===== config.mk =====
export PLATFORM = sky130hd
export DESIGN_NAME = sta_front
export DESIGN_NICKNAME = d
export VERILOG_FILES = /design/src/sta_pkg.sv /design/src/sta_front.sv
export SDC_FILE = /design/constraint.sdc
export NUM_CORES = 1
export LEC_CHECK = 0
export BUFFER_PORTS_ARGS = -buffer_cell sky130_fd_sc_hd__buf_2
export CAP_MARGIN = 20
export CORE_MARGIN = 2
export CORE_UTILIZATION = 53
export CTS_CLUSTER_SIZE = 30
export DETAILED_ROUTE_END_ITERATION = 8
export GPL_ROUTABILITY_DRIVEN = 0
export PLACE_DENSITY_LB_ADDON = 0.12
export SYNTH_ARGS = -nofsm -noshare
export SYNTH_HDL_FRONTEND = slang
export SYNTH_SLANG_ARGS = --single-unit

===== constraint.sdc =====
create_clock -name clk -period 5.3 [get_ports clk]
set_clock_uncertainty 0.1 [all_clocks]
set_input_delay 1.06 -clock clk [delete_from_list [all_inputs] [get_ports clk]]
set_output_delay 1.06 -clock clk [all_outputs]
set_load 0.05 [all_outputs]

===== src/sta_pkg.sv =====
// ----------------------------------------------------------------------------
// sta_pkg: shared types and constants of the sine tone adder
// Beat types, register codes and the elaboration-time sine table builder.
// ----------------------------------------------------------------------------
package sta_pkg;

  // table and sample geometry
  localparam int TABLE_BITS  = 10;
  localparam int SAMPLE_BITS = 16;
  localparam int TBL_SIZE    = 1 << TABLE_BITS;
  localparam int QUARTER     = TBL_SIZE / 4;
  localparam int PHASE_W     = 32;
  localparam int COUNT_W     = 16;
  localparam int AMP_W       = 16;
  localparam int SINE_W      = 16;
  localparam int CFG_DATA_W  = 32;
  localparam int CFG_IDX_W   = 3;

  // queue depths (powers of two)
  localparam int QUEUE_DEPTH = 4;
  localparam int OUT_DEPTH   = 4;

  // pi in Q62
  localparam logic [63:0] PI_Q62 = 64'hC90FDAA22168C235;

  // register codes
  typedef enum logic [CFG_IDX_W-1:0] {
    REG_PHASE_STEP    = 3'd0,
    REG_PHASE_OFFSET  = 3'd1,
    REG_AMPLITUDE     = 3'd2,
    REG_PERIOD_LENGTH = 3'd3
  } reg_idx_t;

  // configuration register set
  typedef struct packed {
    logic        [PHASE_W-1:0] phase_step;
    logic        [PHASE_W-1:0] phase_offset;
    logic signed [AMP_W-1:0]   amplitude;
    logic        [COUNT_W-1:0] period_length;
  } cfg_t;

  // one classified beat from front to back
  typedef struct packed {
    logic        [TABLE_BITS-1:0]  addr;
    logic signed [SAMPLE_BITS-1:0] sample;
    logic                          last;
  } work_t;

  typedef logic signed [SINE_W-1:0] sine_rom_t [TBL_SIZE];

  // (a*b) >> 62 over the full product
  function automatic logic [63:0] mul_q62(input logic [63:0] a, input logic [63:0] b);
    logic [127:0] p;
    p = {64'd0, a} * {64'd0, b};
    return p[125:62];
  endfunction

  // restoring long division, used only while the table is built
  function automatic logic [63:0] udiv64(input logic [63:0] num, input logic [63:0] den);
    logic [63:0] quo;
    logic [64:0] rem;
    quo = '0;
    rem = '0;
    for (int i = 63; i >= 0; i--) begin
      rem = {rem[63:0], num[i]};
      if (rem >= {1'b0, den}) begin
        rem    = rem - {1'b0, den};
        quo[i] = 1'b1;
      end
    end
    return quo;
  endfunction

  // round(32767*sin(pi*r/(2*QUARTER))), Taylor series in Q62
  function automatic logic signed [SINE_W-1:0] quarter_sine(input int r);
    logic [63:0] lowmask;
    logic [63:0] rr;
    logic [63:0] x;
    logic [63:0] x2;
    logic [63:0] term;
    logic [63:0] total;
    logic [63:0] den;
    logic [63:0] scaled;
    lowmask = (64'd1 << (TABLE_BITS - 1)) - 64'd1;
    rr      = 64'(r);
    x       = (PI_Q62 >> (TABLE_BITS - 1)) * rr
            + (((PI_Q62 & lowmask) * rr) >> (TABLE_BITS - 1));
    x2      = mul_q62(x, x);
    term    = x;
    total   = x;
    for (int n = 1; n < 15; n++) begin
      den  = 64'((2 * n) * (2 * n + 1));
      term = udiv64(mul_q62(term, x2), den);
      if ((n % 2) == 1) begin
        total = total - term;
      end else begin
        total = total + term;
      end
    end
    scaled = mul_q62(total, 64'd32767 << 40);
    return SINE_W'((scaled + (64'd1 << 39)) >> 40);
  endfunction

  // full-turn table from quarter-wave symmetry
  function automatic sine_rom_t build_sine_rom();
    sine_rom_t             rom;
    int                    q;
    int                    r;
    logic signed [SINE_W-1:0] v;
    for (int k = 0; k < TBL_SIZE; k++) begin
      q = k / QUARTER;
      r = k % QUARTER;
      v = ((q % 2) == 1) ? quarter_sine(QUARTER - r) : quarter_sine(r);
      rom[k] = ((q / 2) % 2 == 1) ? -v : v;
    end
    return rom;
  endfunction

endpackage


===== src/sta_front.sv =====
// ----------------------------------------------------------------------------
// sta_front: phase front end
// Accepts input beats, applies restarts, steps the phase accumulator and the
// period counter, and hands the table address with the sample to the queue.
// ----------------------------------------------------------------------------
module sta_front import sta_pkg::*; (
  input  logic                          clk,
  input  logic                          rst_n,
  input  cfg_t                          cfg,
  input  logic                          in_push,
  output logic                          in_full,
  input  logic signed [SAMPLE_BITS-1:0] in_sample_in,
  input  logic                          in_restart,
  input  logic                          in_last_in,
  output logic                          q_push,
  output work_t                         q_data,
  input  logic                          q_full
);

  logic [PHASE_W-1:0] phase_acc_r, phase_acc_nxt;
  logic [COUNT_W-1:0] count_r, count_nxt;
  logic [PHASE_W-1:0] phase_use;
  logic [COUNT_W-1:0] count_use;
  logic [COUNT_W:0]   count_inc;
  logic               wrap;
  logic               accept;

  // handshake, blocked while reset is asserted
  assign in_full = q_full | ~rst_n;
  assign accept  = in_push & ~in_full;
  assign q_push  = accept;

  // restart takes effect before this sample
  assign phase_use = in_restart ? cfg.phase_offset : phase_acc_r;
  assign count_use = in_restart ? '0 : count_r;
  assign count_inc = {1'b0, count_use} + {{COUNT_W{1'b0}}, 1'b1};

  // period restart once the count reaches the period length
  assign wrap = (cfg.period_length != '0) && (count_inc >= {1'b0, cfg.period_length});

  assign phase_acc_nxt = wrap ? cfg.phase_offset : phase_use + cfg.phase_step;
  assign count_nxt     = wrap ? '0 : count_inc[COUNT_W-1:0];

  // beat for the back end
  assign q_data.addr   = phase_use[PHASE_W-1 -: TABLE_BITS];
  assign q_data.sample = in_sample_in;
  assign q_data.last   = in_last_in;

  // phase state
  always_ff @(posedge clk) begin
    if (!rst_n) begin
      phase_acc_r <= '0;
      count_r     <= '0;
    end else if (accept) begin
      phase_acc_r <= phase_acc_nxt;
      count_r     <= count_nxt;
    end
  end

endmodule


### Word level (Yosys, flattened, before mapping)

Index checks and enable logic that the tools add are counted.

* bits in registers: 48
* bits in latches: 0
* memory bits (writable): 0
* ROM bits: 0
* bits of input ports: 118
* output and inout port bits: 29
* word-level logic and storage cells: 15
* memories: 0

* add/sub/neg operators: 2
* $mul: 0
* div/mod/pow operators: 0
* order comparisons: 1
* equality and inequality tests: 0
* shifts and indexed selects: 0
* mux-type cells: 4
* bitwise operators: 4
* reductions and logical operators: 2

Operators by type and width (count)
* $mux W32: 2
* $add A32 B32 Y32: 1
* $mux W16: 2
* $add A16 B1 Y17 const B: 1
* $ge A17 B16 Y1: 1
* $reduce_bool A16 Y1: 1
* $not A1 Y1: 2
* $and A1 B1 Y1: 1
* $logic_and A1 B1 Y1: 1
* $or A1 B1 Y1: 1

### Logic depth before layout (Yosys ltp)

Gate-level depths: netlist (run 1).

* word-level depth: 5
* depth in mapped cells: 20
* mapped depth without buffers: 18

### Worst setup path after synthesis (run 1)

No wires, ideal clock.

* kind: input port to flip-flop
* from: input port in_restart
* to: register phase_acc_r[30]
* setup time: 0.121 ns
* data arrival time: 4.663 ns
* required time: 5.079 ns
* slack: 0.416 ns
* cell stages on the path: 20
* cells stage by stage: clkbuf_1 -> buf_1 -> nor2b_1 -> ha_1 -> and3_1 -> and4_1 -> nand4_1 -> xor2_1 -> nor2_1 -> ha_1 -> a211oi_1 -> nor2_1 -> a2111oi_0 -> o21ai_0 -> a22oi_2 -> and2_1 -> clkbuf_1 -> o221ai_1 -> nor2_1 -> nor3_1

* word-level cells in the longest chain between the ends: 5
* elaborated cells between the ends (all ways): 7
* those cells by class: add/sub: 2; order compare: 1; mux: 3; reduce/logical: 1

Ends and longest elaborated chain
* start, declared: RTL line sta_front.sv:13 `input logic in_restart,`
* $mux W16: RTL line sta_front.sv:35 `assign count_use = in_restart ? '0 : count_r;`
* $add A16 B1 Y17: RTL line sta_front.sv:36 `assign count_inc = {1'b0, count_use} + {{COUNT_W{1'b0}}, 1'b1};`
* $ge A17 B16 Y1: RTL line sta_front.sv:39 `assign wrap = (cfg.period_length != '0) && (count_inc >= {1'b0, cfg.period_length});`
* $logic_and A1 B1 Y1: RTL line sta_front.sv:39
* $mux W32 (*): RTL line sta_front.sv:41 `assign phase_acc_nxt = wrap ? cfg.phase_offset : phase_use + cfg.phase_step;`
* end signal, assigned: RTL line sta_front.sv:55 `phase_acc_r <= phase_acc_nxt;`
* end, declared: RTL line sta_front.sv:20 `logic [PHASE_W-1:0] phase_acc_r, phase_acc_nxt;`

Every way passes the cells marked *; elsewhere a longest branch is shown, timed or not.
A chain may end at the register's enable or synchronous reset.

### Worst setup path after layout (run 1)

* from: input port in_restart
* to: register phase_acc_r[31]

Same word-level chain as after synthesis.

==> summary.md, run 1 <==
| Metric | Value |
|---|---|
| Number of port buffers | `96` |
| Critical path's largest stage delay | `0.31 ns` |
| Crit path kind | `input port to flip-flop` |
| TNS Setup | `0 ns` |
| Critical Path Start | `in_restart` |
| Most frequent cells in the layout | `buf_2 (96), nor2_1 (60), ha_1 (48), dfxtp_1 (48), a21oi_1 (42)` |
| Post-route minimum period | `4.790 ns` |
| TritonCTS Buffers | `5` |
| Critical path arrival | `just under 5 ns` |
| DP Area | `0.005360 mm^2` |
| Post-DR vias/cell | `slightly below 6` |
| Core Util, Final | `59.88%` |
| CTS tree | `yes` |
| Total of max-cap violations | `0` |
| Non-filler instance count after layout | `a little under 800` |
| Grt total ovfl | `0` |
| Hold_sp | `phase_acc_r[7]` |
| Clk sinks | `48` |
| Final Total Pwr | `~1.1 mW` |
| Yosys warning total | `0` |
| Endpoints failing hold | `0` |
| Post-Syn Instances | `approximately 620` |
| Setup bufs post-CTS | `0` |
| Routed WL | `12.65 mm` |
| RSZ-0062 raised after global routing | `no` |
| Mean Syn Cell Area | `7.969 um^2` |
| CTS resizes | `0` |
| Gr usage total | `25.54%` |
| Worst vdd ir | `0.0001080 V` |
| Ant diodes | `0` |
| CP required | `5.41 ns` |
| Synth unique cells | `64` |
| Critical Path Start Type | `input port` |
| DP Wirelength | `9.532 mm` |
| CP Capture Type | `flip-flop` |
| Number of synthesized register bits | `48` |
| Dpl cells | `784` |
| Worst-margin pin slew | `0.5056 ns` |
| Initial antenna violation count | `0` |
| Asr flop ratio synth | `0%` |
| CTS clk-pin slew, worst paths | `0.09 ns` |
| CP max FO | `18` |
| Row count | `35` |
| Design area | `approximately 0.0055 mm^2` |
| Hold Buf Count CTS | `0` |
| Synth-to-Final Area Change | `11.28%` |
| Synth Net Count | `about 780` |
| Max Fclk | `about 0.21 GHz` |
| Wire per inst | `15.97 um` |
| Post-route DRC | `0` |
| Global-route wire length before repair | `20.95 mm` |
| Worst Hold Class | `flip-flop to flip-flop` |
| Cell leakage power | `2.569 nW` |
| Slowest CP cell | `and4_1` |
| EDFF count, synth | `0` |
| Dominant synthesized flop cell | `dfxtp_1` |
| Die Y | `100.2 um` |
| Status | `completed` |
| Slew headroom | `65.42%` |
| Reg2Reg Launch Point | `count_r[0]` |
| Vias in the first global route | `about 4400` |
| Largest net degree at the start of global routing | `50` |
| DR pass1 iterations | `4` |
| Layout cells sized above 1 | `between 20% and 30%` |
| Register area share after synthesis | `around 20%` |
| Slew Viols, Final | `0` |
| Commonest non-fill, non-tap cell in the layout | `buf_2` |
| Power Dens Cells | `just under 200 mW/mm^2` |
| Total Nets Final | `847` |
| Via count | `4639` |
| Cell Chain, Critical Path | `buf_2 > nand2b_1 > inv_1 > ha_1 > and3_1 > and4_1 > nand4_1 > xor2_1 > nor2_1 > ha_1 > a211oi_1 > nor2_1 > a2111oi_0 > o21ai_0 > a22oi_2 > buf_4 > o221ai_1 > o211ai_1 > nand2_1 > o31a_1` |
| Antenna viol nets, final | `0` |
| Die width | `between 100 and 150 um` |
| Htree depth | `2` |
| Initial DRC count | `215` |
| Final Setup Violations | `0` |
| Boundary pin count | `147` |
| Core area | `0.009109 mm^2` |
| Skew-Pair Late Insertion Delay | `0.32 ns` |
| Clock Tree Buf Depth | `2` |
| Fin crit share | `about nine tenths` |
| Post-Syn Area | `0.004901 mm^2` |
| Root buf cell | `clkbuf_8` |
| Initial core utilization | `53.80%` |
| Die Area | `~0.010 mm^2` |
==> state kept, by name, indices dropped and copies added, names as in the netlist <==
name         count
phase_acc_r     32
count_r         16
==> final timing paths <==
| kind | depth (start not counted) | end | slack, ns |
|---|---|---|---|
| worst min-delay path | 2 | phase_acc_r[7] | 0.36 |
| worst max register to register | 19 | phase_acc_r[31] | 1.10 |
| worst max-delay path | 20 | phase_acc_r[31] | 0.51 |
| worst min register to register | 2 | phase_acc_r[7] | 0.36 |
==> per-layer routing <==
layer	routed length [um]	part of all wire (%)	up-vias	track usage, %
met5	0	0	-	0
met4	175	1.4	0	5.690
met2	5758	46	130	41.30
met3	573	4.5	17	2.716
li1	-	-	2369	-
met1	6140	49	2123	36.74
==> Yosys cell counts (17+ instances only) <==
library cell / instances / area (um^2)
o21ai_0: 31 / 155.2
a21oi_1: 42 / 210.2
a211oi_1: 18 / 135.1
buf_4: 17 / 127.6
clkbuf_1: 26 / 97.59
dfxtp_1: 48 / 960.9
nand2_1: 35 / 131.4
nor2_1: 60 / 225.2
mux2i_1: 21 / 210.2
xnor2_1: 21 / 183.9
ha_1: 48 / 600.6
mux2_2: 32 / 360.4
inv_1: 26 / 97.59
==> power breakdown <==
part | switching [mW] | internal (mW) | leakage, nW
logic | 0.245 | 0.185 | 2.13
clock network | 0.138 | 0.107 | 0.0445
registers | 0.00722 | 0.375 | 0.390
total | 0.390 | 0.667 | 2.57
==> kinds of logic (layout without fill, tap and decap cells) <==
family / count (synthesis) / count (layout) / share of synthesized area [%]
adder cells (fa/ha/maj): 49 / 49 / 12.66
flip-flops: 48 / 48 / 19.61
AND/OR/NAND/NOR: 179 / 179 / 17.82
multiplexers: 54 / 54 / 11.95
AO/OA/AOI/OAI: 174 / 174 / 24.41
buffers and inverters: 75 / 141 / 7.122
XOR/XNOR: 36 / 36 / 6.434
==> final cells by class <==
type	instances	area, um^2
Multi-Input combinational cell	492	3591
Inverter	27	101.3
Clock inverter	1	7.507
Fill cell	835	3655
Timing Repair Buffer	106	568.0
Clock buffer	7	86.33
Sequential cell	48	960.9
Tap cell	111	138.9
==> critical path, delay by kind of cell <==
kind            cells  cell delay [ns]
compound gates      7             1.55
xor+xnor            1             0.16
fa+ha+maj           2             0.44
buf+inv             3             0.53
simple gates        7             1.14
==> stage by stage <==
stage / setup slack [ns] / hold slack (ns)
after CTS: 0.5282 / 0.3636
after detailed placement: 0.2095 / 0.3485
after floorplan: 0.4158 / 0.3295
after global placement: 0.2829 / 0.3369
final: 0.5105 / 0.3611
after global routing: 0.04861 / 0.3937
No activity file was read; power rests on OpenSTA's default activity.
==> run 2, diff against run 1 <==
--- a/config.mk
+++ b/config.mk
@@ -13,6 +13,7 @@
 export DETAILED_ROUTE_END_ITERATION = 8
 export GPL_ROUTABILITY_DRIVEN = 0
 export PLACE_DENSITY_LB_ADDON = 0.12
+export REMOVE_ABC_BUFFERS = 1
 export SYNTH_ARGS = -nofsm -noshare
 export SYNTH_HDL_FRONTEND = slang
 export SYNTH_SLANG_ARGS = --single-unit
==> run 2 against run 1 <==
Effect of this change:
- total power down 0.41%
- sequential share of layout area about the same
- non-clock buffer count increased by 1
- sequential power about the same
==> summary.md, run 2 (synthesis gave the netlist of run 1 again) <==
| Metric | Value |
|---|---|
| DR pass1 iterations | `5 (+1)` |
| Worst-margin pin slew | `0.6306 ns (+0.1249 ns)` |
| Fin crit share | `87.39% (-3.0 points)` |
| Sw Ratio | `36.69% (-0.21 points)` |
| TritonCTS Buffers | `5 (unchanged)` |
| Grt total ovfl | `0 (unchanged)` |
| Clk sinks | `48 (unchanged)` |
| Gr usage total | `25.23% (-0.31 points)` |
| Setup bufs post-CTS | `0 (unchanged)` |
| Crit path kind | `input port to flip-flop` |
| Sequential Area | `960.9 um^2 (unchanged)` |
| GR met3 Demand/Resource | `5.292% (+2.6 points)` |
| CTS clk-pin slew, worst paths | `0.10 ns (about the same)` |
| Antenna viol nets, final | `0 (unchanged)` |
| Critical Path Start Type | `input port` |
| Dpl cells | `785 (+0.13%)` |
| Critical path arrival | `4.74 ns (-0.16 ns)` |
| Worst vdd ir | `0.0001345 V (+25%)` |
| Worst Hold Class | `flip-flop to flip-flop` |
| Post-route DRC | `0 (unchanged)` |
| Multi-input combinational cell area | `0.003591 mm^2 (unchanged)` |
| Post-route minimum period | `4.632 ns (-0.1577 ns)` |
| Slew headroom | `56.88% (-8.5 points)` |
| Hold Buf Count CTS | `0 (unchanged)` |
| Initial DRC count | `163 (-24%)` |
| R2R Setup Slk | `1.28 ns (+0.18 ns)` |
| Wire per inst | `15.84 um (-0.83%)` |
| CP Capture Type | `flip-flop` |
| Die Y | `100.2 um (unchanged)` |
| Skew-Pair Late Insertion Delay | `0.30 ns (-0.02 ns)` |
| Global-route wire length before repair | `20.71 mm (-1.2%)` |
| Die Area | `0.01003 mm^2 (unchanged)` |
| Hold Path Sink | `phase_acc_r[12]` |
| Post-DR vias/cell | `5.931 (+1.3%)` |
| Max Fclk | `0.2159 GHz (+3.4%)` |
| RSZ-0062 raised after global routing | `no` |
| Cell leakage power | `2.566 nW (-0.13%)` |
| Via count | `4703 (+1.4%)` |
| Synth-to-Final Area Change | `11.26% (about the same)` |
| Status | `completed` |
| Row count | `35 (unchanged)` |
| Most frequent cells in the layout | `buf_2 (96), nor2_1 (60), ha_1 (48), dfxtp_1 (48), a21oi_1 (42)` |
| DP Wirelength | `9.648 mm (+1.2%)` |
| Endpoints failing hold | `0 (unchanged)` |
| Non-filler instance count after layout | `793 (+0.13%)` |
| Final Setup Violations | `0 (unchanged)` |
| Max reg flops | `32 (unchanged)` |
| Design area | `0.005453 mm^2 (about the same)` |
| Vias in the first global route | `4340 (-1.5%)` |
| DP Area | `0.005355 mm^2 (about the same)` |
| Hold_sp | `phase_acc_r[12]` |
| WHS Path Cells | `2 (unchanged)` |
| Top Registers | `phase_acc_r: 32 flops, count_r: 16 flops` |
| Combinational power share | `40.6% (about the same)` |
| CP max FO | `12 (-6)` |
| Largest net degree at the start of global routing | `50 (unchanged)` |
| Root buf cell | `clkbuf_8` |
| Slew Viols, Final | `0 (unchanged)` |
| Layout cells sized above 1 | `23.31% (+0.26 points)` |
| Initial core utilization | `53.80% (unchanged)` |
| Number of fill cells | `873 (+4.6%)` |
| Ant diodes | `0 (unchanged)` |
| Sequential Power Share | `36.3% (about the same)` |
| Met1 Use GR | `34.94% (-1.8 points)` |
| Clock share of power | `23.1% (about the same)` |
| Htree depth | `2 (unchanged)` |
| Commonest non-fill, non-tap cell in the layout | `buf_2` |
| Reg-to-Reg End | `phase_acc_r[31]` |
| Boundary pin count | `147 (unchanged)` |
| Die width | `100.2 um (unchanged)` |
| CTS tree | `yes` |
| Met2 Use GR | `40.37% (-0.93 points)` |
| Initial antenna violation count | `0 (unchanged)` |
| Total of max-cap violations | `0 (unchanged)` |
| CP required | `5.41 ns (about the same)` |
| Power Dens Cells | `193.1 mW/mm^2 (-0.39%)` |
| R2R depth | `19 (unchanged)` |
| Clock Tree Buf Depth | `2 (unchanged)` |
| Internal power | `0.6666 mW (about the same)` |
| Core area | `0.009109 mm^2 (unchanged)` |
| CTS resizes | `0 (unchanged)` |
| Number of port buffers | `96 (unchanged)` |
| Routed WL | `12.56 mm (-0.70%)` |
| Reg2Reg Launch Point | `count_r[0]` |
| Switching power | `0.3864 mW (-0.99%)` |
| Total Nets Final | `848 (+0.12%)` |
| Most used routing layer | `met2` |
| Most flops, register | `phase_acc_r` |
[run 2: area by class of cell]
cell class,count,area share [%]
Sequential cell,48,17.62
Inverter,27,1.859
Clock buffer,6,1.514
Multi-Input combinational cell,492,65.86
Clock inverter,2,0.2754
Tap cell,111,2.547
Timing Repair Buffer,107,10.33
[run 2: worst max-delay path, cell delays in order]
cell and delay (ns):
buf_2 0.14, nand2b_1 0.18, inv_1 0.09, ha_1 0.18
and3_1 0.23, and4_1 0.29, nand4_1 0.13, xor2_1 0.15
nor2_1 0.15, ha_1 0.27, a211oi_1 0.25, nor2_1 0.08
a2111oi_0 0.28, o21ai_0 0.17, a22oi_2 0.24, buf_4 0.24
o221ai_1 0.14, o211ai_1 0.12, nand2_1 0.07, o31a_1 0.28
[run 2: power by group through the flow]
stage               combinational (mW)  sequential, mW  clock [mW]
floorplan                        0.311           0.389           0
global placement                 0.415           0.390           0
detailed placement               0.423           0.391           0
CTS                              0.426           0.382       0.251
global route                     0.475           0.384       0.262
finish                           0.427           0.383       0.243
[run 2: worst max-delay path by stage]
| stage | start | to |
|---|---|---|
| 2_1_floorplan | in_restart | phase_acc_r[30] |
| 3_3_place_gp | in_restart | phase_acc_r[31] |
| 3_5_place_dp | in_restart | phase_acc_r[31] |
| 4_1_cts | in_restart | phase_acc_r[31] |
| 5_1_grt | in_restart | phase_acc_r[31] |
| 6_report | in_restart | phase_acc_r[31] |
[run 2: per-layer routing]
| layer | share of wire (%) | wire length (um) |
|---|---|---|
| met4 | 1.2 | 152 |
| met1 | 47 | 5943 |
| met5 | 0.22 | 27 |
| met2 | 45 | 5645 |
| met3 | 6.3 | 789 |
[run 2: per-stage QoR]
step                setup TNS, ns  setup slack (ns)  hold WS, ns  power (mW)  util (%)
finish                          0            0.6681       0.3643       1.053     59.86
global route                    0            0.2484       0.3979       1.122     59.86
CTS                             0            0.6739       0.3662       1.059     59.86
floorplan                  -2.754           -0.3007       0.3295      0.6995         -
global placement                0            0.4172       0.3367      0.8041     58.79
detailed placement              0            0.3516       0.3505      0.8134     58.79
