===== src/sta_pkg.sv =====
// ----------------------------------------------------------------------------
// sta_pkg: shared types and constants of the sine tone adder
// Beat types, register codes and the elaboration-time sine table builder.
// ----------------------------------------------------------------------------
package sta_pkg;

  // table and sample geometry
  localparam int TABLE_BITS  = 10;
  localparam int SAMPLE_BITS = 16;
  localparam int TBL_SIZE    = 1 << TABLE_BITS;
  localparam int QUARTER     = TBL_SIZE / 4;
  localparam int PHASE_W     = 32;
  localparam int COUNT_W     = 16;
  localparam int AMP_W       = 16;
  localparam int SINE_W      = 16;
  localparam int CFG_DATA_W  = 32;
  localparam int CFG_IDX_W   = 3;

  // queue depths (powers of two)
  localparam int QUEUE_DEPTH = 4;
  localparam int OUT_DEPTH   = 4;

  // pi in Q62
  localparam logic [63:0] PI_Q62 = 64'hC90FDAA22168C235;

  // register codes
  typedef enum logic [CFG_IDX_W-1:0] {
    REG_PHASE_STEP    = 3'd0,
    REG_PHASE_OFFSET  = 3'd1,
    REG_AMPLITUDE     = 3'd2,
    REG_PERIOD_LENGTH = 3'd3
  } reg_idx_t;

  // configuration register set
  typedef struct packed {
    logic        [PHASE_W-1:0] phase_step;
    logic        [PHASE_W-1:0] phase_offset;
    logic signed [AMP_W-1:0]   amplitude;
    logic        [COUNT_W-1:0] period_length;
  } cfg_t;

  // one classified beat from front to back
  typedef struct packed {
    logic        [TABLE_BITS-1:0]  addr;
    logic signed [SAMPLE_BITS-1:0] sample;
    logic                          last;
  } work_t;

  typedef logic signed [SINE_W-1:0] sine_rom_t [TBL_SIZE];

  // (a*b) >> 62 over the full product
  function automatic logic [63:0] mul_q62(input logic [63:0] a, input logic [63:0] b);
    logic [127:0] p;
    p = {64'd0, a} * {64'd0, b};
    return p[125:62];
  endfunction

  // restoring long division, used only while the table is built
  function automatic logic [63:0] udiv64(input logic [63:0] num, input logic [63:0] den);
    logic [63:0] quo;
    logic [64:0] rem;
    quo = '0;
    rem = '0;
    for (int i = 63; i >= 0; i--) begin
      rem = {rem[63:0], num[i]};
      if (rem >= {1'b0, den}) begin
        rem    = rem - {1'b0, den};
        quo[i] = 1'b1;
      end
    end
    return quo;
  endfunction

  // round(32767*sin(pi*r/(2*QUARTER))), Taylor series in Q62
  function automatic logic signed [SINE_W-1:0] quarter_sine(input int r);
    logic [63:0] lowmask;
    logic [63:0] rr;
    logic [63:0] x;
    logic [63:0] x2;
    logic [63:0] term;
    logic [63:0] total;
    logic [63:0] den;
    logic [63:0] scaled;
    lowmask = (64'd1 << (TABLE_BITS - 1)) - 64'd1;
    rr      = 64'(r);
    x       = (PI_Q62 >> (TABLE_BITS - 1)) * rr
            + (((PI_Q62 & lowmask) * rr) >> (TABLE_BITS - 1));
    x2      = mul_q62(x, x);
    term    = x;
    total   = x;
    for (int n = 1; n < 15; n++) begin
      den  = 64'((2 * n) * (2 * n + 1));
      term = udiv64(mul_q62(term, x2), den);
      if ((n % 2) == 1) begin
        total = total - term;
      end else begin
        total = total + term;
      end
    end
    scaled = mul_q62(total, 64'd32767 << 40);
    return SINE_W'((scaled + (64'd1 << 39)) >> 40);
  endfunction

  // full-turn table from quarter-wave symmetry
  function automatic sine_rom_t build_sine_rom();
    sine_rom_t             rom;
    int                    q;
    int                    r;
    logic signed [SINE_W-1:0] v;
    for (int k = 0; k < TBL_SIZE; k++) begin
      q = k / QUARTER;
      r = k % QUARTER;
      v = ((q % 2) == 1) ? quarter_sine(QUARTER - r) : quarter_sine(r);
      rom[k] = ((q / 2) % 2 == 1) ? -v : v;
    end
    return rom;
  endfunction

endpackage


===== src/sta_queue.sv =====
// ----------------------------------------------------------------------------
// sta_queue: work queue between front and back
// Small circular buffer of classified beats; lets either side stall alone.
// ----------------------------------------------------------------------------
module sta_queue import sta_pkg::*; (
  input  logic  clk,
  input  logic  rst_n,
  input  logic  push,
  input  work_t push_data,
  output logic  full,
  input  logic  pop,
  output work_t head,
  output logic  empty
);

  localparam int PTR_W = $clog2(QUEUE_DEPTH);

  work_t            mem_r [QUEUE_DEPTH];
  logic [PTR_W-1:0] wr_ptr_r, rd_ptr_r;
  logic [PTR_W:0]   count_r;
  logic             do_push, do_pop;

  assign full    = (count_r == (PTR_W + 1)'(QUEUE_DEPTH));
  assign empty   = (count_r == '0);
  assign do_push = push & ~full;
  assign do_pop  = pop & ~empty;
  assign head    = mem_r[rd_ptr_r];

  // storage
  always_ff @(posedge clk) begin
    if (do_push) begin
      mem_r[wr_ptr_r] <= push_data;
    end
  end

  // pointers and fill count
  always_ff @(posedge clk) begin
    if (!rst_n) begin
      wr_ptr_r <= '0;
      rd_ptr_r <= '0;
      count_r  <= '0;
    end else begin
      if (do_push) wr_ptr_r <= wr_ptr_r + 1'b1;
      if (do_pop)  rd_ptr_r <= rd_ptr_r + 1'b1;
      if (do_push && !do_pop) begin
        count_r <= count_r + 1'b1;
      end else if (do_pop && !do_push) begin
        count_r <= count_r - 1'b1;
      end
    end
  end

endmodule


===== config.mk =====
export PLATFORM = sky130hd
export DESIGN_NAME = sta_queue
export DESIGN_NICKNAME = d
export VERILOG_FILES = /design/src/sta_pkg.sv /design/src/sta_queue.sv
export SDC_FILE = /design/constraint.sdc
export NUM_CORES = 1
export LEC_CHECK = 0
export BUFFER_PORTS_ARGS = -buffer_cell sky130_fd_sc_hd__buf_2
export CORE_MARGIN = 2
export CORE_UTILIZATION = 40
export CTS_BUF_LIST = sky130_fd_sc_hd__clkbuf_4 sky130_fd_sc_hd__clkbuf_8 sky130_fd_sc_hd__clkbuf_16
export CTS_CLUSTER_DIAMETER = 200
export DETAILED_ROUTE_END_ITERATION = 12
export HOLD_SLACK_MARGIN = 0.08
export PLACE_DENSITY = 0.56
export SLEW_MARGIN = 10
export SYNTH_ARGS = -nofsm -noshare
export SYNTH_HDL_FRONTEND = slang
export SYNTH_SLANG_ARGS = --single-unit

===== constraint.sdc =====
create_clock -name clk -period 2.6 [get_ports clk]
set_input_delay 0.52 -clock clk [delete_from_list [all_inputs] [get_ports clk]]
set_output_delay 0.52 -clock clk [all_outputs]
set_load 0.01 [all_outputs]

# After elaboration in Yosys (flattened, before gate mapping)
# Memories as Yosys holds them, arrays and structs flattened. A register that Yosys moved wholly into a read port is not among the register bits.
# Index checks and enable logic that the tools add are counted.
[op_classes] n_addsub=4 eq_ne=1 mux=6 bitwise=4 n_reduce_logical=6
[op_table] op="two-way mux 3 bit" n=2
[op_table] op="adder 2 x 1 -> 2 bit (second input constant)" n=2
[op_table] op="two-way mux 2 bit" n=2
[op_table] op="adder 3 x 1 -> 3 bit (second input constant)" n=1
[op_table] op="equality test 3 bit (second input constant)" n=1
[op_table] op="logical NOT 3 bit" n=1
[op_table] op="subtractor 3 x 1 -> 3 bit (second input constant)" n=1
[op_table] op="bitwise AND 1 bit" n=2
[op_table] op="logical AND 1 bit" n=2
[op_table] op="logical NOT 1 bit" n=2
[op_table] op="two-way mux 1 bit" n=2
[op_table] op="inverter 1 bit" n=2
[op_table] op="nonzero test 2 bit" n=1
[totals] ff_bits=7 ram_bits=108 out_inout_bits=29 wordCells=25 memories=1
[memory_table] name="mem_r" depth=4 width=27 read_ports=1 rd_ports_with_merged_regs=1 wr=1 line="sta_queue.sv:18" text="work_t mem_r [QUEUE_DEPTH];"

# Longest topological paths before layout
# Gate-level depths: netlist of run 1.
[logic_depth] depth_word=7 mapped_depth=9 mapped_depth_nobuf=8

# Worst setup path after synthesis of run 1
# OpenSTA, ideal clock, no wires.
[synth_timing] path_kind="register to register" from="reg count_r[0]" to="reg count_r[2]" arrival_ps=1967 slack_ps=563 path_stages_with_launch=10 path_buffers=1 period_less_slack_ps=2037 cell_sequence="dfxtp_1 nor3b_2 nor2b_1 buf_2 ha_1 inv_1 fa_1 xor2_1 or3_1 a21boi_1"
[synth_via] elab_chain_cells=6 word_cells_on_any_way=15 cone_classes="2 x add/sub; 1 x eq/ne; 2 x mux; 4 x bitwise; 6 x reduce/logical"
[synth_rtl] item="start: declaration" line="sta_queue.sv:20" text="logic [PTR_W:0] count_r;"
[synth_rtl] item="start signal: assignment" line="sta_queue.sv:46" text="count_r <= count_r + 1'b1;"
[synth_rtl] item="start signal: assignment" line="sta_queue.sv:48" text="count_r <= count_r - 1'b1;"
[synth_rtl] item="equality test 3 bit (*)" line="sta_queue.sv:23" text="assign full = (count_r == (PTR_W + 1)'(QUEUE_DEPTH));"
[synth_rtl] item="named net full" line="sta_queue.sv:10" text="output logic full,"
[synth_rtl] item="inverter 1 bit (*)" line="sta_queue.sv:25" text="assign do_push = push & ~full;"
[synth_rtl] item="bitwise AND 1 bit (*)" line="sta_queue.sv:25"
[synth_rtl] item="named net do_push" line="sta_queue.sv:21" text="logic do_push, do_pop;"
[synth_rtl] item="logical NOT 1 bit" line="sta_queue.sv:47" text="end else if (do_pop && !do_push) begin"
[synth_rtl] item="logical AND 1 bit" line="sta_queue.sv:47"
[synth_rtl] item="nonzero test 2 bit (no line)"
# The timed path passes the listed nets; every way through them passes the cells marked *. The select of a mux whose other input is x is not followed.
# A chain may end at the register's enable or synchronous reset.

==> impl_metrics.csv, run 1 <==
group,metric,value,unit
pwr,power_density,1070,nW/µm²
flow_run,max_cap_violations,0,
pwr,p_clk_share,38.8,%
floorplan,pin_count,60,
pwr,power.share.switching,25.7,%
sta,rsz0062_at_grt,"false",
pwr,cellLeakagePower,1.91,nW
worst_hold_path,hp-start,"push_data[13]",
clock_network,hold_buffers,0,
route,drt_iter0_drc,81,
critical_path,crit_path_end_kind,"output port",
sta,hold_viol,0,
pwr,ir_worst_vdd,0.575,mV
critical_path,ff2ff_path_depth,8,
sta,slew_headroom,75.2,%
placement,place_hpwl,4.54,mm
floorplan,die_height,109,µm
sta,slew_violations,0,
final_layout,drive_gt1_share,47.0,%
clock_network,htree_levels,4,
clock_network,cts_sinks,117,
final_layout,final_nets,303,
placement,io_buffers,59,
floorplan,start_util,40.8,%
final_layout,instances_no_fill,419,
worst_hold_path,holdPathEnd,"mem_r[1][13]",
placement,dp_cells,387,
logic_synthesis,synth_cells,189,
outcome,outcome,"completed",
global_route,grt-ovfl-total,0,
global_route,grt_pass1_vias,2215,
critical_path,rr_startpoint,"count_r[0]",
clock_network,insertion_delay,0.51,ns
route,routed_via_density,4.91,
logic_synthesis,yosys_warnings,0,
floorplan,rows,38,
route,drc,0,
clock_network,cts_root_buf,"clkbuf_8",
route,num_vias,2056,
sta,skew,0.00827,ns
clock_network,clock_tree.buffer_depth,2,
pwr,p_comb_share,20.7,%
sta,max_slew.worst_pin.slew,0.371,ns
clock_network,ctsResizeCount,0,
pwr,pwr-share-seq,40.5,%
global_route,grt_pass1_wl,11.6,mm
logic_synthesis,post_synth_num_cell_types,23,
logic_synthesis,synth_area_leaders,"edfxtp_1 74%, mux4_2 14%, dfxtp_1 4.1%",
critical_path,r2r_slack,0.56,ns
route,dr.pass1.iters,4,
clock_network,cts_tree,"built",
clock_network,cts.clk_slew.worst_paths,0.06,ns
critical_path,cp.required,2.08,ns
floorplan,die_area,11900,µm²
global_route,grt_start_max_net_pins,28,
sta,min_period,2.34,ns
global_route,grt_usage,13.9,%
clock_network,post_cts_buffers,0,
sta,setup_viol,0,
critical_path,crit_arrival,1.82,ns
sta,clock.fmax,0.427,GHz
route,routed_wl,7.35,mm
logic_synthesis,yosys.area.top_type,"edfxtp_1",
critical_path,r2r-end,"count_r[2]",
final_layout,area_delta_synth_final,25.6,%
logic_synthesis,syn_nets,226,
worst_hold_path,hold_path_class,"in -> reg",
logic_synthesis,ys_ff_latch,117,
pwr,p_switching,1.52,mW
critical_path,worst-setup-path-type,"reg -> out",
placement,routabilityCongestion,0.668,
route,avgRoutedWirePerCell,17.5,µm
floorplan,core,10800,µm²
global_route,antenna_found_initial,0,
pwr,p_int,4.39,mW
sta,fin_crit_sh,90.1,%
clock_network,cts_made_buffers,17,
logic_synthesis,netlist.area_leader.share,73.7,%
final_layout,layout_commonest_cell,"edfxtp_1",
critical_path,crit_fanout,27,
critical_path,start_kind,"flip-flop",
sta,final.setup.tns,0,ns
logic_synthesis,synthesis.area,4400,µm²
route,ant_nets,0,
logic_synthesis,synth_area_per_cell,23.3,µm²
floorplan,die_w,109,µm
final_layout,mostFrequentLayoutCells,"108 x edfxtp_1, 59 x buf_2, 27 x mux4_2",
worst_hold_path,whs_path_depth,1,
logic_synthesis,yosysSeqAreaShare,77.8,%
final_layout,antenna_cells,0,
==> synthesized netlist by cell type (all sizes together) <==
library cell and n:
buf 7, fa 1, mux2i 3, and2 8
o31ai 1, or3 1, mux4 27, inv 3
ha 5, dfxtp 9, nor3 1, xor2 1
nor3b 1, a21boi 1, o311ai 1, o21ai 1
nand2 4, edfxtp 108, xnor2 3, clkbuf 1
nor2b 2
==> layout make-up <==
class / instances / area, µm²
clock buffers: 17 / 414
multi-input cells: 61 / 896
repair buffers: 66 / 423
clock inverters: 15 / 180
well taps: 140 / 175
fillers: 880 / 5270
inverters: 3 / 11.3
flip-flops and latches: 117 / 3430
==> worst max-delay path, cell delays in order (launching register included) <==
cell	delay, ns
dfxtp_2	0.34
buf_12	0.24
mux4_2	0.57
buf_2	0.16
==> power groups by stage <==
stage	clock network, mW	logic (mW)	registers [mW]
floorplan	0	0.883	2.39
global placement	0	1.25	2.42
detailed placement	0	1.25	2.43
CTS	2.35	1.26	2.40
global route	2.43	1.35	2.42
finish	2.30	1.22	2.39
==> state kept, by name, summed over array words and instances (netlist names), named ones only <==
name / count
mem_r: 108
count_r: 3
rd_ptr_r: 2
wr_ptr_r: 2
==> cells by family after synthesis <==
logic type / after synthesis / synth area share [%]
DFF: 117 / 77.8
and+or+nand+nor: 17 / 2.30
AOI/OAI and AO/OA: 4 / 0.768
adders and majority gates: 6 / 1.88
buffers and inverters: 11 / 1.96
xor gates and xnor gates: 4 / 0.796
muxes: 30 / 14.5
==> worst max path at each step <==
| stage | start | to | slack, ns | cells after the start |
|---|---|---|---|---|
| CTS | flip-flop | head[11] | 0.20 | 3 |
| global route | flip-flop | head[11] | 0.14 | 3 |
| detailed placement | push | count_r[2] | 0.54 | 8 |
| floorplan | count_r[0] | count_r[2] | 0.56 | 9 |
| global placement | push | count_r[2] | 0.58 | 8 |
| finish | flip-flop | head[11] | 0.26 | 3 |
==> metrics by stage <==
| step | setup WS, ns | instance area (µm²) | hold slack (ns) | power, mW | util [%] |
|---|---|---|---|---|---|
| 3_3_place_gp | 0.578 | 4930 | 0.489 | 3.68 | 45.7 |
| 4_1_cts | 0.204 | 5530 | 0.200 | 6.00 | 51.2 |
| 3_5_place_dp | 0.538 | 4930 | 0.504 | 3.69 | 45.7 |
| 2_1_floorplan | 0.563 | 4400 | 0.468 | 3.27 | - |
| 5_1_grt | 0.139 | 5530 | 0.204 | 6.19 | 51.2 |
| 6_report | 0.257 | 5530 | 0.230 | 5.91 | 51.2 |
==> metal layers <==
layer  global-route usage (%)  part of all wire, %
met1                     17.5                   44
met5                        0                    0
met4                     5.49                 0.72
met2                     21.9                   51
met3                     5.26                  4.3
Power figures use the tool's default switching activity.
==> run 2, diff against run 1 <==
--- a/config.mk
+++ b/config.mk
@@ -7,12 +7,12 @@
 export LEC_CHECK = 0
 export BUFFER_PORTS_ARGS = -buffer_cell sky130_fd_sc_hd__buf_2
 export CORE_MARGIN = 2
-export CORE_UTILIZATION = 40
+export CORE_UTILIZATION = 50
 export CTS_BUF_LIST = sky130_fd_sc_hd__clkbuf_4 sky130_fd_sc_hd__clkbuf_8 sky130_fd_sc_hd__clkbuf_16
 export CTS_CLUSTER_DIAMETER = 200
 export DETAILED_ROUTE_END_ITERATION = 12
 export HOLD_SLACK_MARGIN = 0.08
-export PLACE_DENSITY = 0.56
+export PLACE_DENSITY = 0.68
 export SLEW_MARGIN = 10
 export SYNTH_ARGS = -nofsm -noshare
 export SYNTH_HDL_FRONTEND = slang
==> constraint.sdc (replaced) <==
create_clock -name clk -period 2.6 [get_ports clk]
set_input_delay 0.13 -clock clk [delete_from_list [all_inputs] [get_ports clk]]
set_output_delay 0.13 -clock clk [all_outputs]
set_load 0.01 [all_outputs]
==> run 2 against run 1 <==
  * Sequential cell count is the same
  * Total power shrank 4.4%
  * Setup slack gained 0.19 ns
  * Clock skew shrank 0.0054 ns
  * Core utilization grew 14 points
  * Register-to-register slack lost 0.05 ns
  * Clock-buffer cell count is the same
  * Fmax grew 8.7%
  * First-iteration DRC count grew 25%
  * Sequential share of layout area shrank 1.6 points
  * Final cell count shrank 0.72%
  * Design area grew 2.6%
==> impl_metrics.csv, run 2 (synthesis results as in run 1) <==
group,metric,value,unit
outcome,outcome,"completed",
global_route,antenna_found_initial,0,
route,avgRoutedWirePerCell,17.5,µm
clock_network,cts.clk_slew.worst_paths,0.05,ns
worst_hold_path,whs_path_depth,4,
clock_network,clock_tree.buffer_depth,2,
sta,hold_viol,0,
clock_network,insertion_delay,0.50,ns
pwr,power_density,997,nW/µm²
pwr,p_comb_share,21.4,%
critical_path,worst-setup-path-type,"reg -> out",
global_route,use_met1,20.2,%
global_route,grt_pass1_wl,11.8,mm
route,dr.pass1.iters,4,
critical_path,slowest_stage,"dfxtp_2",
sta,clock.fmax,0.464,GHz
final_layout,fillers,578,
floorplan,core,8640,µm²
sta,setup_viol,0,
route,routed_wl,7.27,mm
sta,final.setup.tns,0,ns
sta,rsz0062_at_grt,"false",
global_route,grt_use_met2,28.2,%
final_layout,largest_reg_flops,108,
pwr,pwr-share-seq,42.7,%
final_layout,regMostFlops,"mem_r",
global_route,grt-busiest-layer,"met2",
route,routed_via_density,5.15,
floorplan,die_w,97.8,µm
floorplan,die_height,97.8,µm
final_layout,antenna_cells,0,
final_layout,utilization,65.6,%
sta,fin_crit_sh,82.9,%
critical_path,max_stage_delay,0.57,ns
route,drc,0,
critical_path,crit_arrival,2.03,ns
critical_path,ff2ff_path_depth,8,
global_route,grt_pass1_vias,2274,
clock_network,cts_root_buf,"clkbuf_8",
critical_path,crit_chain,"buf_12 > mux4_2 > buf_2",
final_layout,final_nets,332,
floorplan,rows,34,
clock_network,cts_made_buffers,17,
sta,slew_violations,0,
global_route,grt_start_max_net_pins,28,
floorplan,pin_count,60,
global_route,grt_usage,16.9,%
critical_path,crit_fanout,18,
floorplan,die_area,9570,µm²
pwr,p_int,4.19,mW
clock_network,cts_sinks,117,
placement,place_hpwl,4.31,mm
final_layout,drive_gt1_share,40.6,%
placement,io_buffers,59,
global_route,grt-ovfl-total,0,
clock_network,htree_levels,4,
sta,slew_headroom,73.1,%
floorplan,start_util,51.0,%
critical_path,crit_path_end_kind,"output port",
critical_path,cp.required,2.47,ns
final_layout,mostFrequentLayoutCells,"108 x edfxtp_1, 59 x buf_2, 29 x dlygate4sd3_1",
sta,max_slew.worst_pin.slew,0.404,ns
final_layout,layout_commonest_cell,"edfxtp_1",
final_layout,area_delta_synth_final,28.8,%
pwr,cellLeakagePower,1.99,nW
critical_path,path_depth,3,
critical_path,rr_startpoint,"count_r[0]",
route,ant_nets,0,
route,num_vias,2142,
route,drt_iter0_drc,101,
pwr,power.share.switching,25.9,%
sta,skew,0.00288,ns
critical_path,crit_buf_inv,2,
worst_hold_path,hp-start,"push",
placement,routabilityCongestion,0.738,
flow_run,max_cap_violations,0,
critical_path,start_kind,"flip-flop",
critical_path,crit_family,"flip-flops",
pwr,p_clk_share,35.9,%
clock_network,cts_tree,"built",
worst_hold_path,hold_path_class,"in -> reg",
pwr,p_switching,1.46,mW
sta,min_period,2.16,ns
final_layout,largestRegisters,"mem_r (108), count_r (3)",
global_route,met3_usage,6.44,%
pwr,ir_worst_vdd,0.614,mV
## run 2: cell count changes in the layout (fill, tap and decap cells not counted), moves of 4 or more
cell / change
clkinv_2: +4
dlygate4sd3_1: +29
and2_2: -4
and2_1: +4
## run 2: worst register-to-register path, cell delays in order, from the launching register on
cell and delay [ns]:
dfxtp_1 0.49, nor3b_2 0.10, nor2b_1 0.17, ha_1 0.22
inv_1 0.07, fa_1 0.38, xor2_1 0.16, or3_1 0.31
a21boi_1 0.14
## run 2: cell type report
type / instances / area [µm²] / share of cell area (%)
clock inverters: 15 / 116 / 2.05
well taps: 108 / 135 / 2.38
multi-input cells: 61 / 891 / 15.7
flip-flops and latches: 117 / 3420 / 60.4
inverters: 3 / 11.3 / 0.199
clock buffers: 17 / 414 / 7.31
repair buffers: 95 / 676 / 11.9
## run 2: path summary, 6_finish.rpt
check | slack (ns) | endpoint
worst max-delay path | 0.44 | head[5]
worst min-delay path | 0.15 | wr_ptr_r[1]
worst max register to register | 0.51 | count_r[2]
worst min register to register | 0.50 | wr_ptr_r[1]
## run 2: what timing repair did
| action | 4_1_cts | 5_1_grt |
|---|---|---|
| buffers inserted | 0 | 0 |
| resized for setup | 0 | 0 |
| hold buffers | 29 | 0 |
| endpoints found under the hold margin | 117 | 0 |
## run 2: power by group through the flow
stage | logic, mW | clock network, mW | registers (mW)
2_1_floorplan | 0.883 | 0 | 2.39
3_3_place_gp | 1.18 | 0 | 2.45
3_5_place_dp | 1.20 | 0 | 2.46
4_1_cts | 1.24 | 2.06 | 2.42
5_1_grt | 1.32 | 2.15 | 2.44
6_report | 1.21 | 2.03 | 2.41
## run 2: per-stage QoR
stage / instances / setup slack, ns / total power, mW / hold WS (ns) / instance area (µm²)
final: 416 / 0.444 / 5.65 / 0.150 / 5670
after global routing: 416 / 0.314 / 5.91 / 0.160 / 5670
after CTS: 416 / 0.379 / 5.72 / 0.148 / 5670
after detailed placement: 355 / 0.495 / 3.66 / 0.352 / 4850
after global placement: 355 / 0.616 / 3.63 / 0.345 / 4850
after floorplan: 189 / 0.563 / 3.27 / 0.229 / 4400
## run 2: metal layers
layer	share of wire, %	wire [µm]
met1	42	3030
met3	3.8	275
met4	1.3	94
met5	0	0
met2	53	3870
==> run 3, diff against run 2 <==
--- a/config.mk
+++ b/config.mk
@@ -5,6 +5,7 @@
 export SDC_FILE = /design/constraint.sdc
 export NUM_CORES = 1
 export LEC_CHECK = 0
+export ABC_AREA = 1
 export BUFFER_PORTS_ARGS = -buffer_cell sky130_fd_sc_hd__buf_2
 export CORE_MARGIN = 2
 export CORE_UTILIZATION = 50
==> constraint.sdc (replaced) <==
create_clock -name clk -period 2.22 [get_ports clk]
set_input_delay 0.111 -clock clk [delete_from_list [all_inputs] [get_ports clk]]
set_output_delay 0.111 -clock clk [all_outputs]
set_load 0.01 [all_outputs]
==> run 3 against run 2 <==
  * Clock skew up 0.0038 ns
  * Highest routed layer unchanged
  * Setup slack lost 0.21 ns
  * First-iteration DRC count rose by 49%
  * Total power grew 22%
  * Design area grew 2.6%
  * Critical path depth up 6
  * Worst hold slack improved by 0.20 ns
  * Synthesized area up 3.4%
  * Routed wire length is 19% higher
  * Critical endpoint is now count_r[1]
  * Sequential cell count is the same
  * Sequential share of layout area down 1.5 points
==> impl_metrics.csv, run 3 <==
group,metric,value,unit
floorplan,die_w,99.4,µm
global_route,grt_pass1_wl,13.9,mm
clock_network,clock_tree.buffer_depth,2,
sta,skew,0.00665,ns
placement,routabilityCongestion,0.701,
logic_synthesis,yosys.area.top_type,"edfxtp_1",
clock_network,cts_made_buffers,17,
final_layout,layout_commonest_cell,"edfxtp_1",
sta,clock.fmax,0.503,GHz
sta,slew_violations,0,
final_layout,largest_reg_flops,108,
final_layout,antenna_cells,0,
global_route,grt-ovfl-total,0,
sta,slew_headroom,71.6,%
placement,dp_cells,492,
final_layout,largestRegisters,"mem_r (108), count_r (3)",
sta,fin_crit_sh,89.5,%
sta,hold_viol,0,
route,num_vias,2885,
global_route,antenna_found_initial,0,
floorplan,pin_count,60,
critical_path,cp.required,2.62,ns
placement,place_hpwl,4.84,mm
logic_synthesis,yosysSeqAreaShare,75.2,%
clock_network,cts_sinks,117,
floorplan,die_height,99.4,µm
floorplan,core,8760,µm²
logic_synthesis,synth_edf_count,108,
route,highest_layer,"met4",
final_layout,multi_input_area,930,µm²
pwr,p_int,4.94,mW
route,dr.pass1.iters,4,
clock_network,cts.clk_slew.worst_paths,0.06,ns
route,wl_met3,460,µm
global_route,grt_start_max_net_pins,55,
sta,rsz0062_at_grt,"false",
sta,final.setup.tns,0,ns
route,ant_nets,0,
logic_synthesis,synth_common_cells,"108 x edfxtp_1, 67 x nor2_1, 32 x o21ai_0",
route,routed_via_density,5.22,
sta,setup_viol,0,
final_layout,mostFrequentLayoutCells,"108 x edfxtp_1, 63 x nor2_1, 59 x buf_2",
pwr,total_power,6.90,mW
sta,min_period,1.99,ns
flow_run,max_cap_violations,0,
pwr,power_density,1190,nW/µm²
final_layout,final_nets,470,
logic_synthesis,synthesis.area,4550,µm²
route,wl_met1,3.73,mm
pwr,p_switching,1.96,mW
pwr,pwr-share-seq,40.8,%
final_layout,fillers,631,
critical_path,crit_path_end_kind,"flip-flop",
logic_synthesis,syn_nets,368,
final_layout,instances_no_fill,553,
outcome,outcome,"completed",
logic_synthesis,post_synth_num_cell_types,22,
logic_synthesis,yosys_warnings,0,
clock_network,cts_root_buf,"clkbuf_8",
floorplan,die_area,9880,µm²
clock_network,htree_levels,4,
critical_path,crit_fanout,5,
global_route,grt_pass1_vias,2767,
pwr,ir_worst_vdd,0.602,mV
logic_synthesis,synth_most_common_cell,"edfxtp_1",
pwr,p_comb_share,22.0,%
pwr,cellLeakagePower,2.18,nW
placement,io_buffers,59,
clock_network,cts_tree,"built",
final_layout,regMostFlops,"mem_r",
final_layout,ff_latch_area,3430,µm²
logic_synthesis,synth_area_leaders,"edfxtp_1 71%, nor2_1 5.5%, dfxtp_1 4.0%",
route,drc,0,
global_route,grt_usage,18.9,%
route,avgRoutedWirePerCell,15.7,µm
critical_path,worst-setup-path-type,"reg -> reg",
logic_synthesis,async_reset_ff_share,0,%
logic_synthesis,synth_cells,331,
sta,max_slew.worst_pin.slew,0.425,ns
pwr,power.share.switching,28.4,%
route,drt_iter0_drc,150,
route,routed_wl,8.66,mm
critical_path,start_kind,"flip-flop",
clock_network,insertion_delay,0.51,ns
critical_path,crit_arrival,2.38,ns
logic_synthesis,netlist.area_leader.share,71.3,%
logic_synthesis,ys.flop_type,"edfxtp_1",
final_layout,drive_gt1_share,24.5,%
logic_synthesis,ys_ff_latch,117,
pwr,p_clk_share,37.1,%
floorplan,start_util,51.9,%
final_layout,area_delta_synth_final,27.8,%
logic_synthesis,synth_area_per_cell,13.7,µm²
route,detailroute.wirelength.met2,4.40,mm
floorplan,rows,34,
clock_network,post_cts_buffers,0,
worst_hold_path,hold_path_class,"in -> reg",
## run 3: final cells by class
cell class                      instances  share of cell area (%)
Clock buffer                           18                    7.25
Tap cell                              108                    2.32
Clock inverter                         13                    2.41
Inverter                               18                    1.38
Multi-Input combinational cell        180                    16.0
Sequential cell                       117                    58.9
Timing Repair Buffer                   99                    11.7
## run 3: final timing paths
check / from / to / slack (ns) / cells past startpoint
setup reg to reg: count_r[0] / count_r[1] / 0.23 / 9
setup / recovery: count_r[0] / count_r[1] / 0.23 / 9
hold reg to reg: rd_ptr_r[1] / rd_ptr_r[1] / 0.52 / 2
hold / removal: push_data[23] / mem_r[3][23] / 0.35 / 2
## run 3: kinds of logic after synthesis
logic type / Yosys count / synth area share [%]
fa+ha+maj: 6 / 1.81
flops: 117 / 75.2
compound gates: 85 / 10.1
buf+inv: 34 / 5.00
simple gates: 88 / 7.67
xor+xnor: 1 / 0.193
## run 3: power by group through the flow
stage | clock, mW | combinational, mW | sequential [mW]
4_1_cts | 2.60 | 1.54 | 2.82
3_5_place_dp | 0 | 1.48 | 2.86
3_3_place_gp | 0 | 1.46 | 2.85
6_report | 2.56 | 1.52 | 2.82
2_1_floorplan | 0 | 1.06 | 2.80
5_1_grt | 2.70 | 1.69 | 2.85
## run 3: metal layers
layer  up-vias  GRT usage [%]
met5         -              0
met1      1377           24.0
met3         6           6.54
met2        87           30.1
li1       1415              -
met4         0           7.17
## run 3: critical path, stage by stage (launching register included)
cell	delay [ns]
dfxtp_1	0.35
nor2_2	0.13
nand2_2	0.10
nand2_2	0.21
inv_1	0.11
ha_1	0.23
inv_1	0.09
fa_1	0.40
o21ai_0	0.19
nor2_1	0.06
## run 3: through the flow
step	hold slack [ns]	util (%)	instance area, µm²	worst slack [ns]
after floorplan	0.210	-	4550	0.0589
after global placement	0.325	56.5	4950	0.334
after detailed placement	0.328	56.5	4950	0.239
after CTS	0.323	66.3	5810	0.0522
after global routing	0.340	66.4	5820	0.0516
final	0.349	66.4	5820	0.234
## run 3: repair_timing
action | in CTS | in global routing
hold buffers | 30 | 0
gates resized for setup | 0 | 1
setup endpoints to repair | 0 | 3
hold endpoints to repair | 117 | 0
